### src/sv/pcs_pkg.sv
// Package: shared types and constants for the polynomial coefficient statistics block.
`timescale 1ns / 1ps

package pcs_pkg;

    localparam int COEFF_W   = 24;   // coefficient and content width
    localparam int SUM_W     = 29;   // value at one width
    localparam int OUT_IDX_W = 5;    // degree / valuation field width
    localparam int K_W       = $clog2(COEFF_W);
    localparam int TDATA_W   = 128;  // result beat, padded to whole bytes
    localparam int TUSER_W   = 2;

    localparam logic [SUM_W-1:0] SUM_MAX = {SUM_W{1'b1}};

    // Per-polynomial statistics computed by the front end
    typedef struct packed {
        logic [OUT_IDX_W-1:0] degree;
        logic [OUT_IDX_W-1:0] valuation;
        logic [COEFF_W-1:0]   value_at_zero;
        logic [SUM_W-1:0]     value_at_one;
        logic [COEFF_W-1:0]   leading_coeff;
        logic [OUT_IDX_W-1:0] max_degree_seen;
        logic [OUT_IDX_W-1:0] max_valuation_seen;
        logic                 is_zero;
        logic                 too_long;
    } pcs_stats_t;

    // One queue entry: coefficient for the gcd unit plus closing snapshot
    typedef struct packed {
        logic [COEFF_W-1:0] coeff;
        logic               use_coeff;  // coefficient is inside the degree bound
        logic               last;
        pcs_stats_t         stats;      // meaningful on the closing entry only
    } pcs_entry_t;

    // Finished result
    typedef struct packed {
        pcs_stats_t         stats;
        logic [COEFF_W-1:0] content;
    } pcs_result_t;

    typedef enum logic [1:0] {
        BK_IDLE,
        BK_GCD,
        BK_DONE
    } pcs_back_state_t;

endpackage

### src/sv/pcs_fifo.sv
// Small register queue between the front end and the gcd back end.
`timescale 1ns / 1ps

module pcs_fifo
    import pcs_pkg::*;
#(
    parameter int DEPTH = 4
)
(
    input  logic       clk,
    input  logic       rst_n,
    input  logic       push,
    input  pcs_entry_t push_data,
    output logic       full,
    input  logic       pop,
    output logic       empty,
    output pcs_entry_t pop_data
);

    localparam int PTR_W = (DEPTH > 1) ? $clog2(DEPTH) : 1;
    localparam int CNT_W = $clog2(DEPTH + 1);

    pcs_entry_t mem [DEPTH];

    logic [PTR_W-1:0] wr_ptr_reg;
    logic [PTR_W-1:0] wr_ptr_next;
    logic [PTR_W-1:0] rd_ptr_reg;
    logic [PTR_W-1:0] rd_ptr_next;
    logic [CNT_W-1:0] count_reg;
    logic [CNT_W-1:0] count_next;
    logic             do_push;
    logic             do_pop;

    assign full     = (count_reg == CNT_W'(DEPTH));
    assign empty    = (count_reg == '0);
    assign do_push  = push && !full;
    assign do_pop   = pop && !empty;
    assign pop_data = mem[rd_ptr_reg];

    // Pointer and fill count
    always_comb
    begin
        wr_ptr_next = wr_ptr_reg;
        rd_ptr_next = rd_ptr_reg;
        count_next  = count_reg;
        if (do_push)
        begin
            wr_ptr_next = (wr_ptr_reg == PTR_W'(DEPTH - 1)) ? '0 : wr_ptr_reg + 1'b1;
        end
        if (do_pop)
        begin
            rd_ptr_next = (rd_ptr_reg == PTR_W'(DEPTH - 1)) ? '0 : rd_ptr_reg + 1'b1;
        end
        if (do_push && !do_pop)
        begin
            count_next = count_reg + 1'b1;
        end
        else if (do_pop && !do_push)
        begin
            count_next = count_reg - 1'b1;
        end
    end

    always_ff @(posedge clk or negedge rst_n)
    begin
        if (!rst_n)
        begin
            wr_ptr_reg <= '0;
            rd_ptr_reg <= '0;
            count_reg  <= '0;
        end
        else
        begin
            wr_ptr_reg <= wr_ptr_next;
            rd_ptr_reg <= rd_ptr_next;
            count_reg  <= count_next;
        end
    end

    // Storage
    always_ff @(posedge clk)
    begin
        if (do_push)
        begin
            mem[wr_ptr_reg] <= push_data;
        end
    end

endmodule

### src/sv/pcs_front.sv
// Front end: accepts coefficient beats and keeps the cheap per-polynomial statistics.
`timescale 1ns / 1ps

module pcs_front
    import pcs_pkg::*;
#(
    parameter int MAX_DEGREE = 31
)
(
    input  logic               clk,
    input  logic               rst_n,
    input  logic               s_tvalid,
    output logic               s_tready,
    input  logic [COEFF_W-1:0] s_tdata,   // [23:0] coefficient
    input  logic               s_tlast,   // last (leading) coefficient
    output logic               q_push,
    input  logic               q_full,
    output pcs_entry_t         q_entry
);

    localparam int IDX_W = $clog2(MAX_DEGREE + 1);
    localparam int CNT_W = $clog2(MAX_DEGREE + 2);

    logic [CNT_W-1:0]   count_reg,      count_next;
    logic [IDX_W-1:0]   first_nz_reg,   first_nz_next;
    logic               seen_nz_reg,    seen_nz_next;
    logic [COEFF_W-1:0] const_reg,      const_next;
    logic [SUM_W-1:0]   sum_reg,        sum_next;
    logic [COEFF_W-1:0] lead_reg,       lead_next;
    logic               ovl_reg,        ovl_next;
    logic [IDX_W-1:0]   max_deg_reg,    max_deg_next;
    logic [IDX_W-1:0]   max_val_reg,    max_val_next;

    logic               accept;
    logic               in_bound;
    logic [SUM_W:0]     sum_wide;
    logic [CNT_W-1:0]   cnt_upd;
    logic [IDX_W-1:0]   fnz_upd;
    logic               seen_upd;
    logic [COEFF_W-1:0] const_upd;
    logic [SUM_W-1:0]   sum_upd;
    logic [COEFF_W-1:0] lead_upd;
    logic               ovl_upd;
    logic [IDX_W-1:0]   deg_upd;
    logic [IDX_W-1:0]   val_upd;
    logic [IDX_W-1:0]   mdeg_upd;
    logic [IDX_W-1:0]   mval_upd;

    assign s_tready = !q_full;
    assign accept   = s_tvalid && !q_full;
    assign q_push   = accept;
    assign in_bound = (count_reg <= CNT_W'(MAX_DEGREE));
    assign sum_wide = {1'b0, sum_reg} + (SUM_W + 1)'(s_tdata);

    // Statistics after this beat
    always_comb
    begin
        cnt_upd   = count_reg;
        fnz_upd   = first_nz_reg;
        seen_upd  = seen_nz_reg;
        const_upd = const_reg;
        sum_upd   = sum_reg;
        lead_upd  = lead_reg;
        ovl_upd   = ovl_reg;
        if (in_bound)
        begin
            if (count_reg == '0)
            begin
                const_upd = s_tdata;
            end
            if (s_tdata != '0 && !seen_nz_reg)
            begin
                seen_upd = 1'b1;
                fnz_upd  = count_reg[IDX_W-1:0];
            end
            sum_upd  = (sum_wide > (SUM_W + 1)'(SUM_MAX)) ? SUM_MAX : sum_wide[SUM_W-1:0];
            lead_upd = s_tdata;
            cnt_upd  = count_reg + 1'b1;
        end
        else
        begin
            ovl_upd = 1'b1;
        end
        deg_upd  = IDX_W'(cnt_upd - 1'b1);
        val_upd  = seen_upd ? fnz_upd : '0;
        mdeg_upd = max_deg_reg;
        mval_upd = max_val_reg;
        if (seen_upd && !ovl_upd)
        begin
            if (deg_upd > max_deg_reg)
            begin
                mdeg_upd = deg_upd;
            end
            if (val_upd > max_val_reg)
            begin
                mval_upd = val_upd;
            end
        end
    end

    // Queue entry: snapshot is taken on the closing beat
    always_comb
    begin
        q_entry.coeff                    = s_tdata;
        q_entry.use_coeff                = in_bound;
        q_entry.last                     = s_tlast;
        q_entry.stats.degree             = OUT_IDX_W'(deg_upd);
        q_entry.stats.valuation          = OUT_IDX_W'(val_upd);
        q_entry.stats.value_at_zero      = const_upd;
        q_entry.stats.value_at_one       = sum_upd;
        q_entry.stats.leading_coeff      = lead_upd;
        q_entry.stats.max_degree_seen    = OUT_IDX_W'(mdeg_upd);
        q_entry.stats.max_valuation_seen = OUT_IDX_W'(mval_upd);
        q_entry.stats.is_zero            = !seen_upd;
        q_entry.stats.too_long           = ovl_upd;
    end

    // Next state: clear per-polynomial state after the closing beat
    always_comb
    begin
        count_next    = count_reg;
        first_nz_next = first_nz_reg;
        seen_nz_next  = seen_nz_reg;
        const_next    = const_reg;
        sum_next      = sum_reg;
        lead_next     = lead_reg;
        ovl_next      = ovl_reg;
        max_deg_next  = max_deg_reg;
        max_val_next  = max_val_reg;
        if (accept)
        begin
            max_deg_next = s_tlast ? mdeg_upd : max_deg_reg;
            max_val_next = s_tlast ? mval_upd : max_val_reg;
            if (s_tlast)
            begin
                count_next    = '0;
                first_nz_next = '0;
                seen_nz_next  = 1'b0;
                const_next    = '0;
                sum_next      = '0;
                lead_next     = '0;
                ovl_next      = 1'b0;
            end
            else
            begin
                count_next    = cnt_upd;
                first_nz_next = fnz_upd;
                seen_nz_next  = seen_upd;
                const_next    = const_upd;
                sum_next      = sum_upd;
                lead_next     = lead_upd;
                ovl_next      = ovl_upd;
            end
        end
    end

    always_ff @(posedge clk or negedge rst_n)
    begin
        if (!rst_n)
        begin
            count_reg    <= '0;
            first_nz_reg <= '0;
            seen_nz_reg  <= 1'b0;
            const_reg    <= '0;
            sum_reg      <= '0;
            lead_reg     <= '0;
            ovl_reg      <= 1'b0;
            max_deg_reg  <= '0;
            max_val_reg  <= '0;
        end
        else
        begin
            count_reg    <= count_next;
            first_nz_reg <= first_nz_next;
            seen_nz_reg  <= seen_nz_next;
            const_reg    <= const_next;
            sum_reg      <= sum_next;
            lead_reg     <= lead_next;
            ovl_reg      <= ovl_next;
            max_deg_reg  <= max_deg_next;
            max_val_reg  <= max_val_next;
        end
    end

endmodule

### src/sv/pcs_back.sv
// Back end: binary gcd unit folding each coefficient into the content, plus result register.
`timescale 1ns / 1ps

module pcs_back
    import pcs_pkg::*;
(
    input  logic        clk,
    input  logic        rst_n,
    input  logic        q_valid,
    output logic        q_pop,
    input  pcs_entry_t  q_entry,
    output logic        m_valid,
    input  logic        m_ready,
    output pcs_result_t m_result
);

    pcs_back_state_t    state_reg, state_next;
    pcs_entry_t         cur_reg,   cur_next;
    logic [COEFF_W-1:0] a_reg,     a_next;
    logic [COEFF_W-1:0] b_reg,     b_next;
    logic [K_W-1:0]     k_reg,     k_next;
    logic [COEFF_W-1:0] g_reg,     g_next;
    pcs_result_t        res_reg,   res_next;
    logic               valid_reg, valid_next;

    assign m_valid  = valid_reg;
    assign m_result = res_reg;

    // Sequencer and one binary gcd step per cycle
    always_comb
    begin
        state_next = state_reg;
        cur_next   = cur_reg;
        a_next     = a_reg;
        b_next     = b_reg;
        k_next     = k_reg;
        g_next     = g_reg;
        res_next   = res_reg;
        valid_next = valid_reg;
        q_pop      = 1'b0;

        if (valid_reg && m_ready)
        begin
            valid_next = 1'b0;
        end

        case (state_reg)
            BK_IDLE:
            begin
                if (q_valid)
                begin
                    q_pop    = 1'b1;
                    cur_next = q_entry;
                    if (q_entry.use_coeff)
                    begin
                        a_next     = g_reg;
                        b_next     = q_entry.coeff;
                        k_next     = '0;
                        state_next = BK_GCD;
                    end
                    else if (q_entry.last)
                    begin
                        state_next = BK_DONE;
                    end
                end
            end
            BK_GCD:
            begin
                if (a_reg == '0 || b_reg == '0)
                begin
                    // one operand gone: the other, rescaled, is the gcd
                    g_next     = (a_reg == '0) ? (b_reg << k_reg) : (a_reg << k_reg);
                    state_next = cur_reg.last ? BK_DONE : BK_IDLE;
                end
                else if (!a_reg[0] && !b_reg[0])
                begin
                    a_next = a_reg >> 1;
                    b_next = b_reg >> 1;
                    k_next = k_reg + 1'b1;
                end
                else if (!a_reg[0])
                begin
                    a_next = a_reg >> 1;
                end
                else if (!b_reg[0])
                begin
                    b_next = b_reg >> 1;
                end
                else if (a_reg >= b_reg)
                begin
                    a_next = (a_reg - b_reg) >> 1;
                end
                else
                begin
                    b_next = (b_reg - a_reg) >> 1;
                end
            end
            BK_DONE:
            begin
                if (!valid_reg || m_ready)
                begin
                    res_next.stats   = cur_reg.stats;
                    res_next.content = g_reg;
                    valid_next       = 1'b1;
                    g_next           = '0;
                    state_next       = BK_IDLE;
                end
            end
            default:
            begin
                state_next = BK_IDLE;
            end
        endcase
    end

    always_ff @(posedge clk or negedge rst_n)
    begin
        if (!rst_n)
        begin
            state_reg <= BK_IDLE;
            g_reg     <= '0;
            valid_reg <= 1'b0;
        end
        else
        begin
            state_reg <= state_next;
            g_reg     <= g_next;
            valid_reg <= valid_next;
        end
    end

    // Payload registers
    always_ff @(posedge clk)
    begin
        cur_reg <= cur_next;
        a_reg   <= a_next;
        b_reg   <= b_next;
        k_reg   <= k_next;
        res_reg <= res_next;
    end

endmodule

### src/sv/polynomial_coefficient_statistics_top.sv
// Top level: polynomial coefficient statistics, front end, beat queue and gcd back end.
// Flow: a closing beat is pushed into the queue, popped by the back end, run through its gcd
//   steps, finished and registered as the output result; a dropped one skips the gcd steps.
// The shared binary gcd unit sets the rate: a dropped coefficient is only popped, a zero one goes
//   straight to the finishing step, a nonzero one is reduced by one shift or subtract per cycle.
// A 4-beat queue lets the front end keep accepting while the gcd unit works.
// Reset (rst_n, async, active low) clears all statistics, the running maxima and the queue.
`timescale 1ns / 1ps

module polynomial_coefficient_statistics_top
    import pcs_pkg::*;
#(
    parameter int MAX_DEGREE = 31
)
(
    input  logic               clk,
    input  logic               rst_n,
    input  logic               s_tvalid,
    output logic               s_tready,
    input  logic [COEFF_W-1:0] s_tdata,   // [23:0] coefficient
    input  logic               s_tlast,   // last
    output logic               m_tvalid,
    input  logic               m_tready,
    output logic [TDATA_W-1:0] m_tdata,   // degree, valuation, value_at_zero, value_at_one,
                                          // leading_coeff, content, max_degree_seen,
                                          // max_valuation_seen, zero pad
    output logic [TUSER_W-1:0] m_tuser    // is_zero, too_long
);

    localparam int QUEUE_DEPTH = 4;
    localparam int PAD_W = TDATA_W - (4 * OUT_IDX_W + 3 * COEFF_W + SUM_W);

    logic        q_push;
    logic        q_full;
    logic        q_empty;
    logic        q_pop;
    pcs_entry_t  q_in;
    pcs_entry_t  q_out;
    pcs_result_t result;

    pcs_front #(
        .MAX_DEGREE (MAX_DEGREE)
    ) u_front (
        .clk      (clk),
        .rst_n    (rst_n),
        .s_tvalid (s_tvalid),
        .s_tready (s_tready),
        .s_tdata  (s_tdata),
        .s_tlast  (s_tlast),
        .q_push   (q_push),
        .q_full   (q_full),
        .q_entry  (q_in)
    );

    pcs_fifo #(
        .DEPTH (QUEUE_DEPTH)
    ) u_fifo (
        .clk       (clk),
        .rst_n     (rst_n),
        .push      (q_push),
        .push_data (q_in),
        .full      (q_full),
        .pop       (q_pop),
        .empty     (q_empty),
        .pop_data  (q_out)
    );

    pcs_back u_back (
        .clk      (clk),
        .rst_n    (rst_n),
        .q_valid  (!q_empty),
        .q_pop    (q_pop),
        .q_entry  (q_out),
        .m_valid  (m_tvalid),
        .m_ready  (m_tready),
        .m_result (result)
    );

    // Result beat packing, first field in the low bits
    assign m_tdata = {
        {PAD_W{1'b0}},
        result.stats.max_valuation_seen,
        result.stats.max_degree_seen,
        result.content,
        result.stats.leading_coeff,
        result.stats.value_at_one,
        result.stats.value_at_zero,
        result.stats.valuation,
        result.stats.degree
    };
    assign m_tuser = {result.stats.too_long, result.stats.is_zero};

endmodule
### config.mk
export PLATFORM = sky130hd
export DESIGN_NAME = polynomial_coefficient_statistics_top
export DESIGN_NICKNAME = d
export VERILOG_FILES = /design/src/sv/pcs_pkg.sv /design/src/sv/pcs_fifo.sv /design/src/sv/pcs_front.sv /design/src/sv/pcs_back.sv /design/src/sv/polynomial_coefficient_statistics_top.sv
export SDC_FILE = /design/constraint.sdc
export NUM_CORES = 1
export LEC_CHECK = 0
export BUFFER_PORTS_ARGS = -buffer_cell sky130_fd_sc_hd__buf_4
export CAP_MARGIN = 20
export CORE_MARGIN = 8
export CORE_UTILIZATION = 53
export DETAILED_ROUTE_END_ITERATION = 12
export PLACE_DENSITY_LB_ADDON = 0.3
export SETUP_SLACK_MARGIN = 0.4
export SYNTH_ARGS = -nofsm -noshare
export SYNTH_HDL_FRONTEND = slang
export SYNTH_SLANG_ARGS = --single-unit
### constraint.sdc
create_clock -name clk -period 4.5 [get_ports clk]
set_input_delay 0.9 -clock clk [delete_from_list [all_inputs] [get_ports clk]]
set_output_delay 0.9 -clock clk [all_outputs]
set_load 0.02 [all_outputs]
---- Word level (Yosys, flattened, before mapping) ----
Memories as Yosys holds them, arrays and structs flattened.
Cells that the tools add are included.
cells by class
  equality and inequality tests ........... 16
  bitwise logic cells ..................... 1
  order comparisons ....................... 5
  shifts and indexed selects .............. 2
  mux-type cells .......................... 66
  div/mod/pow operators ................... 0
  multipliers ............................. 0
  add/sub/neg operators ................... 10
  reductions and logical operators ........ 40
operators with widths
  cell                    number
  $mux W24                22
  $pmux W24 S2            3
  $mux W29                3
  $mux W5                 12
  $logic_not A24 Y1       2
  $shl A24 B5 Y24         2
  $sub A24 B24 Y24        2
  $add A29 B24 Y30        1
  $gt A30 B29 Y1 const B  1
  $ge A24 B24 Y1          1
  $reduce_bool A24 Y1     1
  $mux W2                 8
  $mux W1                 12
  $mux W6                 2
  $ne A4 B4 Y1 const B    3
  $reduce_and A6 Y1       2
  $gt A5 B5 Y1            2
  $logic_not A1 Y1        10
  $pmux W5 S2             1
  $reduce_and A5 Y1       2
  $logic_and A1 B1 Y1     9
  $ne A2 B1 Y1 const B    4
  $reduce_and A4 Y1       2
  $add A6 B1 Y6 const B   1
  other kinds (21)        32
storage, ports and cells
  bits in latches ......................... 0
  memories kept ........................... 1
  ROM bits ................................ 0
  output and inout port bits .............. 132
  logic and storage cells ................. 181
  register bits after elaboration ......... 410
  RAM bits ................................ 500
memory list
  name        words  bits a word  rd ports  clocked after Yosys merged registers in  wr ports  line            text
  u_fifo.mem  4      125          1         0                                        1         pcs_fifo.sv:23  pcs_entry_t mem [DEPTH];

---- Longest topological paths before layout ----
Gate-level depths: netlist of the first run.
  depth after elaboration ................. 8
  mapped depth ............................ 15

---- By module ----
From an unflattened synthesis of the first run, not the netlist that was laid out.
second synthesis, totals
  cells, all modules ...................... 2,521
  area total of the unflattened synthesis .. 39,681.8 µm²
by module, submodules not included
  module                                 cells each  sequential area each (µm²)  area each (µm²)  times used
  pcs_fifo                               690         15,189.6                    18,428.9         1
  pcs_back                               1,083       8,963.6                     14,037.2         1
  pcs_front                              739         2,502.4                     7,155.6          1
  polynomial_coefficient_statistics_top  9           0.0                         60.1             1

---- Worst setup path before layout of the first run ----
OpenSTA, ideal clock, no wires.
  path kind ............................... input port to flip-flop
  start ................................... in m_tready
  end ..................................... reg u_back.res_reg, in the netlist u_back.m_result[0] (enable)
  stages on the path ...................... 2
  setup slack ............................. 0.134 ns
  arrival time ............................ 3.869 ns
  setup time .............................. 0.497 ns
  required time ........................... 4.003 ns
  path through ............................ nand2b_1 -> and2_1
on the way
  longest elaborated chain between the ends .. 2
RTL lines
  what                         line                                         text
  from (decl)                  polynomial_coefficient_statistics_top.sv:23  input logic m_tready,
  $logic_or A1 B1 Y1           pcs_back.sv:100                              if (!valid_reg || m_ready)
  $reduce_and A2 Y1 (no line)  --
  to (signal assigned)         pcs_back.sv:139                              res_reg <= res_next;
  to (decl)                    pcs_back.sv:23                               pcs_result_t res_reg, res_next;
No other way between the ends.
A chain may end at the register's enable or synchronous reset.

---- Final worst setup path of the first run ----
  start ................................... reg u_back.b_reg[4]
  end ..................................... reg u_back.a_reg[22] (data pin)
on the way
  longest elaborated chain between the ends .. 7
RTL lines
  what                    line             text
  from (decl)             pcs_back.sv:20   logic [COEFF_W-1:0] b_reg, b_next;
  from (signal assigned)  pcs_back.sv:137  b_reg <= b_next;
  $sub A24 B24 Y24        pcs_back.sv:91   a_next = (a_reg - b_reg) >> 1;
  $mux W24                pcs_back.sv:89   else if (a_reg >= b_reg)
  $mux W24                pcs_back.sv:85   else if (!b_reg[0])
  $mux W24                pcs_back.sv:81   else if (!a_reg[0])
  $mux W24                pcs_back.sv:75   else if (!a_reg[0] && !b_reg[0])
  $mux W24                pcs_back.sv:69   if (a_reg == '0 || b_reg == '0)
  $pmux W24 S2            pcs_back.sv:47   case (state_reg)
  net u_back.a_next[22]   pcs_back.sv:19   logic [COEFF_W-1:0] a_reg, a_next;
  to (signal assigned)    pcs_back.sv:136  a_reg <= a_next;
  to (decl)               pcs_back.sv:19
The timed path passes the listed nets, and every way through them passes these cells. The select of a mux whose other input is x is not followed.

==> flow_summary.yaml, run 1 <==
floorplan:
  start_util_pct: 53.2
  die_w_um: 288
  pin_count: 161
  dieArea_um2: 83200
  core_um2: 73900
  die_h_um: 288
  fp-row-count: 100
synth:
  synth_area_um2: 39300
  synth_most_common_cell: "edfxtp_1"
  ys_seq_elements: 910
  synth_top_area_cell: "edfxtp_1"
  synth_edf_count: 776
  ys_seq_area_share_pct: 67.8
  synth_cell_types: 86
  syn_avg_cell_area_um2: 15.5
  yosys_warnings: 0
  yosysTopAreaCellShare_pct: 59.2
  synthArstFlopShare_pct: 14.7
  syn_inst: 2533
  ys_top_cells_by_count: "edfxtp_1 (776), nand2_1 (168), dfrtp_1 (134)"
  synthTopCellsByArea: "edfxtp_1 (59%), dfrtp_1 (8.5%), mux4_2 (7.4%), ha_1 (3.0%), mux2_2 (2.1%)"
  ys.flop_type: "edfxtp_1"
worst_setup_path:
  crit_buf_inv: 1
  crit_top_cell: "a21oi_1"
  rrSetupSlack_ps: 720
  critPathCaptureType: "flip-flop"
  crit_path_max_incr_delay_ps: 550
  path_cells: "inv_1 > ha_1 > and3_1 > o21ai_1 > a21oi_1 > o31a_1 > o221ai_1 > o31ai_1 > xor2_1 > a22oi_1 > a21oi_1"
  setup.worst_path.class: "reg -> reg"
  crit_arrival_ps: 4120
  r2r_start: "u_back.b_reg[4]$_DFFE_PP_"
  worst_ep_required_time_ps: 4850
  crit_family: "compound AO/OA/AOI/OAI gates"
  rr_endpoint: "u_back.a_reg[22]$_DFFE_PP_"
  worst_setup_path_start_kind: "flip-flop"
  path_max_fanout: 8
  reg2regPathDepth: 11
  cp_slowest_cell: "o31ai_1"
placed_design:
  gp_congestion: 0.957
  dp.cells: 3588
  io_buffers: 153
  dp_hpwl_mm: 65.8
cts:
  htree_levels: 3
  clock-sinks: 910
  cts_setup_buffers: 0
  tritoncts: "built"
  cts-hold-fix-buffers: 0
  clkLatencyLatePin_ps: 650
  cts.clk_slew.worst_paths_ps: 60
  postCtsResizedCells: 0
  cts_buffers: 92
  cts_buffer_depth: 3
  cts-root-buf: "clkbuf_16"
sta:
  finClkSkew_ps: 28.8
  relSlewSlack_pct: 27.8
  tns_ps: 0
  post-route-period-util_pct: 83.9
  finalMaxSlewViolations: 0
  fmax_mhz: 265
  setup_violations: 0
  finalHoldViolCount: 0
  layout_min_cycle_time_ps: 3780
  grt_setup_unrepaired: "false"
  tightest_slew_ps: 1080
power_and_ir_drop:
  combPwrFrac_pct: 40.9
  intPower_mw: 23.3
  p_sw_share_pct: 37.9
  clkPwrFrac_pct: 19.6
  power.density_nw_per_um2: 840
  switchingPower_mw: 14.2
  vdd_ir_drop_max_uv: 525
  seqPwrFrac_pct: 39.5
  leakagePower_nw: 16.4
route:
  postRouteWirelength_mm: 99.3
  drt_first_pass_iters: 5
  wl_per_cell_um: 26.4
  drtIter0Drc: 2061
  viasPerCell: 6.19
  drc: 0
  vias: 23276
  drtAntennaViolNets: 0
finish:
  area_delta_synth_final_pct: 13.6
  final_cell_count_no_fill: 3763
  layout-drive-gt1-share_pct: 21.1
  largest_reg_flops: 500
  nNetsFinal: 2841
grt:
  antenna_found_initial: 3
  grt_pass1_vias: 23420
  grt_usage_pct: 23.7
  grt_max_degree: 127
  grt_overflow_total: 0
  grt_pass1_wl_mm: 150
outcome:
  status: "completed"
min_path:
  hp-class: "in -> async"
job:
  maxCapViolCount: 0
## metrics by stage
stage | utilization, % | instance area (um2) | setup WS (ps) | hold slack [ps] | power, mW
global placement | 56.5 | 41800 | 366 | 402 | 30.0
finish | 60.5 | 44700 | 724 | 393 | 37.5
global route | 60.5 | 44700 | 460 | 421 | 39.4
CTS | 60.5 | 44700 | 771 | 403 | 37.6
detailed placement | 56.5 | 41800 | 377 | 405 | 30.2
floorplan | - | 39400 | 561 | 400 | 24.7
## metal layers
metal / GRT usage [%] / vias up / share of wire [%]
li1: - / 10191 / -
met1: 32.0 / 11982 / 41
met2: 39.6 / 936 / 50
met3: 3.78 / 167 / 6.4
met4: 7.72 / 0 / 3.1
met5: 0 / - / 0
## final cells by class
| type | instances | area, um2 |
|---|---|---|
| antenna | 1 | 2.50 |
| clock buffer | 135 | 2640 |
| clock inverter | 39 | 305 |
| fill | 5462 | 29200 |
| inverter | 95 | 359 |
| multi-input combinational | 1397 | 11800 |
| sequential | 910 | 26700 |
| tap | 969 | 1210 |
| timing repair buffer | 217 | 1720 |
## power groups by stage
stage               combinational [mW]  sequential [mW]  clock (mW)
CTS                               15.4             14.8        7.47
global route                      16.6             15.0        7.79
finish                            15.4             14.8        7.35
global placement                  15.1             14.8           0
detailed placement                15.3             14.9           0
floorplan                         9.95             14.8           0
## logic make-up after synthesis
group / after synthesis / share of synthesized area, %
muxes: 244 / 10.6
adders and majority gates: 99 / 3.23
other: 1 / 0.00953
DFF: 910 / 67.8
AOI/OAI and AO/OA: 525 / 8.86
buffers and inverters: 232 / 2.42
and+or+nand+nor: 447 / 5.43
xor gates and xnor gates: 75 / 1.67
## worst max-delay path by stage
| stage | cells past startpoint | end | from |
|---|---|---|---|
| final | 11 | u_back.a_reg[22]$_DFFE_PP_ | u_back.b_reg[4]$_DFFE_PP_ |
| after global routing | 13 | u_front.max_deg_reg[0]$_DFFE_PN0P_ | u_front.count_reg[0]$_DFFE_PN0P_ |
| after CTS | 12 | u_front.max_deg_reg[0]$_DFFE_PN0P_ | u_front.count_reg[5]$_DFFE_PN0P_ |
| after detailed placement | 16 | u_front.max_val_reg[4]$_DFFE_PN0P_ | s_tdata[5] |
| after global placement | 15 | u_front.max_val_reg[0]$_DFFE_PN0P_ | s_tdata[1] |
| after floorplan | 15 | u_front.max_val_reg[0]$_DFFE_PN0P_ | s_tdata[19] |
## cell usage in the layout (no fill, tap or decap), types with 44 or more instances in the layout
cell,synthesis,layout
a22o_1,56,56
clkbuf_16,0,94
xnor2_1,44,44
nor2_1,98,97
o21ai_0,94,94
mux2_2,75,75
dfrtp_1,134,131
buf_4,7,209
nand2_1,168,167
edfxtp_1,776,776
ha_1,95,94
inv_1,94,93
mux4_2,130,130
a21oi_1,130,129
Power figures use the tool's default switching activity.
==> run 2: changes to the inputs <==
clock period = 3.4 ns   (was 4.5 ns; I/O delays follow)
==> flow_summary.yaml, run 2 (same netlist as run 1, synthesis figures left out) <==
outcome:
  status: "completed"
grt:
  grt_overflow_total: 0
  grt_max_degree: 127
  grt_pass1_vias: 24753
  grt_pass1_wl_mm: 154
  grt_usage_pct: 24.5
  antenna_found_initial: 2
route:
  drtAntennaViolNets: 0
  drtIter0Drc: 1827
  wl_per_cell_um: 26.1
  postRouteWirelength_mm: 104
  vias: 24171
  drt_first_pass_iters: 8
  drc: 0
  viasPerCell: 6.06
min_path:
  hp-class: "in -> async"
finish:
  finalInstanceArea_um2: 48100
  nNetsFinal: 3072
  most-common-layout-cells: "edfxtp_1 (776), buf_4 (398), nand2_1 (163)"
  layout-drive-gt1-share_pct: 32.4
  largest_reg_flops: 500
  final_cell_count_no_fill: 3990
  fin_util_pct: 65.0
  area_delta_synth_final_pct: 22.2
  mostFrequentLayoutCell: "edfxtp_1"
worst_setup_path:
  cp_slowest_cell: "edfxtp_1"
  crit_arrival_ps: 3700
  crit_buf_inv: 2
  path_cells: "ha_4 > fa_2 > nand2b_4 > a21oi_4 > o2111ai_4 > o311ai_4 > a311o_1 > nand2_2 > nor2_4 > buf_6 > clkbuf_16 > a22oi_2 > a21oi_1"
  r2r_start: "u_back.b_reg[0]$_DFFE_PP_"
  setup.worst_path.start: "u_back.b_reg[0]$_DFFE_PP_"
  critPathCaptureType: "flip-flop"
  crit_family: "compound AO/OA/AOI/OAI gates"
  path_max_fanout: 5
  worst_ep_required_time_ps: 3870
  crit_path_max_incr_delay_ps: 490
  setup.worst_path.class: "reg -> reg"
  worst_setup_path_start_kind: "flip-flop"
placed_design:
  dp.cells: 3760
  place_area_um2: 43400
  io_buffers: 153
  gp_congestion: 0.982
  dp_hpwl_mm: 67.7
floorplan:
  die_w_um: 288
  start_util_pct: 53.2
  pin_count: 161
  core_um2: 73900
  fp-row-count: 100
  die_h_um: 288
  dieArea_um2: 83200
sta:
  grt_setup_unrepaired: "true"
  tightest_slew_ps: 955
  setup_violations: 0
  layout_min_cycle_time_ps: 3230
  post-route-period-util_pct: 95.1
  fmax_mhz: 309
  finalMaxSlewViolations: 0
  finClkSkew_ps: 62.1
  finalHoldViolCount: 0
  relSlewSlack_pct: 36.3
cts:
  cts-hold-fix-buffers: 0
  cts_buffer_depth: 3
  clock-sinks: 910
  cts_buffers: 91
  cts.clk_slew.worst_paths_ps: 60
  htree_levels: 3
  cts-root-buf: "clkbuf_16"
  clkLatencyLatePin_ps: 670
  tritoncts: "built"
power_and_ir_drop:
  vdd_ir_drop_max_uv: 709
  power.density_nw_per_um2: 1140
  leakagePower_nw: 17.9
job:
  maxCapViolCount: 0
-- run 2: cell count changes in the layout (fill, tap and decap cells not counted), moves of 17 or more --
cell and delta:
ha_1 -19, a22oi_1 -17, buf_6 +22, buf_4 +189, a21oi_2 +18, a21oi_1 -21
a22oi_2 +17
-- run 2: worst register-to-register path: stages, from the launching register on --
cell       delay [ps]
edfxtp_1          490
ha_4              220
fa_2              360
nand2b_4          180
a21oi_4           210
o2111ai_4         160
o311ai_4          320
a311o_1           290
nand2_2           120
nor2_4            130
buf_6             150
clkbuf_16         170
a22oi_2            60
a21oi_1           220
-- run 2: path summary, 6_finish.rpt --
kind                                                    to  slack (ps)  depth (start not counted)
max                              u_back.a_reg[2]$_DFFE_PP_         170                         13
min in group clk              u_fifo.mem[2][114]$_DFFE_PP_         340                          1
max reg2reg                      u_back.a_reg[2]$_DFFE_PP_         170                         13
min reg2reg                  u_back.m_result[51]$_DFFE_PP_         390                          0
max in group asynchronous  u_front.lead_reg[4]$_DFFE_PN0P_        2580                          2
min                        u_front.sum_reg[27]$_DFFE_PN0P_          50                          1
-- run 2: area by class of cell --
cell class / instances / area, um2
clock buffers: 110 / 2410
multi-input cells: 1399 / 13000
diodes: 2 / 5.00
flip-flops and latches: 910 / 26700
inverters: 95 / 363
clock inverters: 58 / 656
repair buffers: 447 / 3760
fillers: 5146 / 25900
well taps: 969 / 1210
-- run 2: where the power goes --
group          switching, mW  internal, mW
registers               1.88          17.7
logic                   14.3          10.8
clock network           4.31          5.75
-- run 2: metrics by stage --
stage / hold WS (ps) / setup slack, ps / total power [mW] / setup TNS [ps]
after detailed placement: 405 / -455 / 41.7 / -10740
after global placement: 406 / -480 / 41.3 / -11060
final: 53.5 / 168 / 54.8 / 0
after global routing: 82.4 / 123 / 57.4 / 0
after floorplan: 384 / -38.8 / 33.1 / -38.8
after CTS: 48.7 / 291 / 53.3 / 0
-- run 2: layer usage --
metal	share of wire (%)	vias up	global-route usage, %
li1	-	10662	-
met1	39	12380	31.0
met2	50	922	40.8
met3	7.0	205	4.89
met4	4.3	2	11.1
met5	0.012	-	0
-- run 2: timing repair --
action | CTS | global route
gates resized for setup | 117 | 100
pin swaps | 43 | 77
buffers inserted | 28 | 22
endpoints found under the setup margin | 146 | 190
cloned | 0 | 9
==> run 3: changes to the inputs <==
PLACE_DENSITY = 0.83   (was default)
PLACE_DENSITY_LB_ADDON = default   (was 0.3)
==> flow_summary.yaml, run 3 (same netlist as run 1, synthesis figures left out) <==
finish:
  nNetsFinal: 3082
  most-common-layout-cells: "edfxtp_1 (776), buf_4 (399), nand2_1 (164)"
  layout-drive-gt1-share_pct: 31.9
  area_delta_synth_final_pct: 22.2
  finalInstanceArea_um2: 48100
  mostFrequentLayoutCell: "edfxtp_1"
  largest_reg_flops: 500
grt:
  grt_usage_pct: 24.8
  grt_overflow_total: 0
  grt_max_degree: 128
  antenna_found_initial: 6
  grt_pass1_vias: 25198
  grt_pass1_wl_mm: 156
worst_setup_path:
  crit_buf_inv: 4
  critPathCaptureType: "flip-flop"
  setup.worst_path.class: "reg -> reg"
  reg2regPathDepth: 15
  rrSetupSlack_ps: 130
  worst_ep_required_time_ps: 3870
  setup.worst_path.start: "u_back.b_reg[0]$_DFFE_PP_"
  worst_setup_path_start_kind: "flip-flop"
  crit_top_cell: "buf_6"
  path_cells: "ha_4 > fa_2 > nand2b_4 > a21oi_4 > o2111ai_4 > o311ai_4 > buf_4 > a311o_1 > buf_6 > nand2_4 > nor2_4 > buf_6 > buf_12 > a22oi_2 > a21oi_2"
  crit_arrival_ps: 3740
  rr_endpoint: "u_back.a_reg[11]$_DFFE_PP_"
  path_max_fanout: 8
  crit_path_max_incr_delay_ps: 430
  crit_family: "compound AO/OA/AOI/OAI gates"
  cp_slowest_cell: "edfxtp_1"
  r2r_start: "u_back.b_reg[0]$_DFFE_PP_"
sta:
  layout_min_cycle_time_ps: 3270
  tightest_slew_ps: 1280
  finClkSkew_ps: 38.4
  finalMaxSlewViolations: 0
  fmax_mhz: 306
  setup_violations: 0
  post-route-period-util_pct: 96.1
  relSlewSlack_pct: 14.6
  whs_ps: 56.7
  finalHoldViolCount: 0
  grt_setup_unrepaired: "true"
outcome:
  status: "completed"
cts:
  cts.clk_slew.worst_paths_ps: 60
  clock-sinks: 910
  htree_levels: 3
  tritoncts: "built"
  cts_buffers: 89
  clkLatencyLatePin_ps: 660
  cts-hold-fix-buffers: 0
  cts_buffer_depth: 3
  cts-root-buf: "clkbuf_16"
route:
  postRouteWirelength_mm: 106
  wl_per_cell_um: 26.4
  drtAntennaViolNets: 0
  drc: 0
  drt_first_pass_iters: 5
  vias: 24827
  drtIter0Drc: 2646
  viasPerCell: 6.20
power_and_ir_drop:
  leakagePower_nw: 17.9
  totalPowerFinal_mw: 55.3
  vdd_ir_drop_max_uv: 820
  power.density_nw_per_um2: 1150
floorplan:
  pin_count: 161
  die_h_um: 288
  die_w_um: 288
  fp-row-count: 100
  start_util_pct: 53.2
  dieArea_um2: 83200
  core_um2: 73900
placed_design:
  dp_hpwl_mm: 66.4
  io_buffers: 153
  gp_congestion: 0.920
  place_area_um2: 43500
min_path:
  hp-class: "in -> async"
job:
  maxCapViolCount: 0
run 3: how the worst max path moves through the flow:
stage	end	cells past startpoint	slack, ps
after global placement	u_front.max_val_reg[0]$_DFFE_PN0P_	15	-260
after global routing	u_back.a_reg[11]$_DFFE_PP_	15	60
after detailed placement	u_fifo.mem[0][4]$_DFFE_PP_	17	-280
after floorplan	u_front.max_val_reg[0]$_DFFE_PN0P_	15	-40
final	u_back.a_reg[11]$_DFFE_PP_	15	130
after CTS	u_back.a_reg[0]$_DFFE_PP_	13	180
run 3: final cells by class:
cell class / instances / area [um2]
antenna: 4 / 10.0
fill: 4878 / 25900
clock inverter: 45 / 611
timing repair buffer: 461 / 3970
inverter: 95 / 363
tap: 969 / 1210
clock buffer: 123 / 2400
multi-input combinational: 1397 / 12800
sequential: 910 / 26700
run 3: metal layers:
layer	GRT usage (%)	vias up	part of all wire, %
met5	0	-	0.012
met4	9.92	2	4.0
met3	4.23	258	7.4
met2	42.3	1226	50
met1	31.7	12662	38
li1	-	10679	-
run 3: worst register-to-register path, stage by stage, from the launching register on:
cell	delay [ps]
edfxtp_1	430
ha_4	200
fa_2	390
nand2b_4	170
a21oi_4	170
o2111ai_4	190
o311ai_4	280
buf_4	170
a311o_1	180
buf_6	140
nand2_4	60
nor2_4	160
buf_6	150
buf_12	130
a22oi_2	70
a21oi_2	200
run 3: stage by stage:
step | worst slack [ps] | setup TNS (ps) | utilization, % | std cells
floorplan | -38.8 | -38.8 | - | 2539
global placement | -257 | -6210 | 58.9 | 3777
detailed placement | -285 | -8290 | 58.9 | 3777
CTS | 182 | 0 | 64.0 | 3972
global route | 64.2 | 0 | 65.0 | 4001
finish | 134 | 0 | 65.0 | 4004
run 3: where the power goes:
part | internal (mW) | switching [mW] | total [mW]
Sequential | 17.7 | 1.88 | 19.5
Clock | 5.68 | 4.36 | 10.0
Combinational | 11.4 | 14.4 | 25.8
run 3: repair_timing:
item / CTS / global route
cloned: 3 / 0
setup endpoints to repair: 138 / 240
hold endpoints to repair: 0 / 0
setup buffers: 24 / 28
gates resized for setup: 90 / 106
pin swaps: 42 / 55
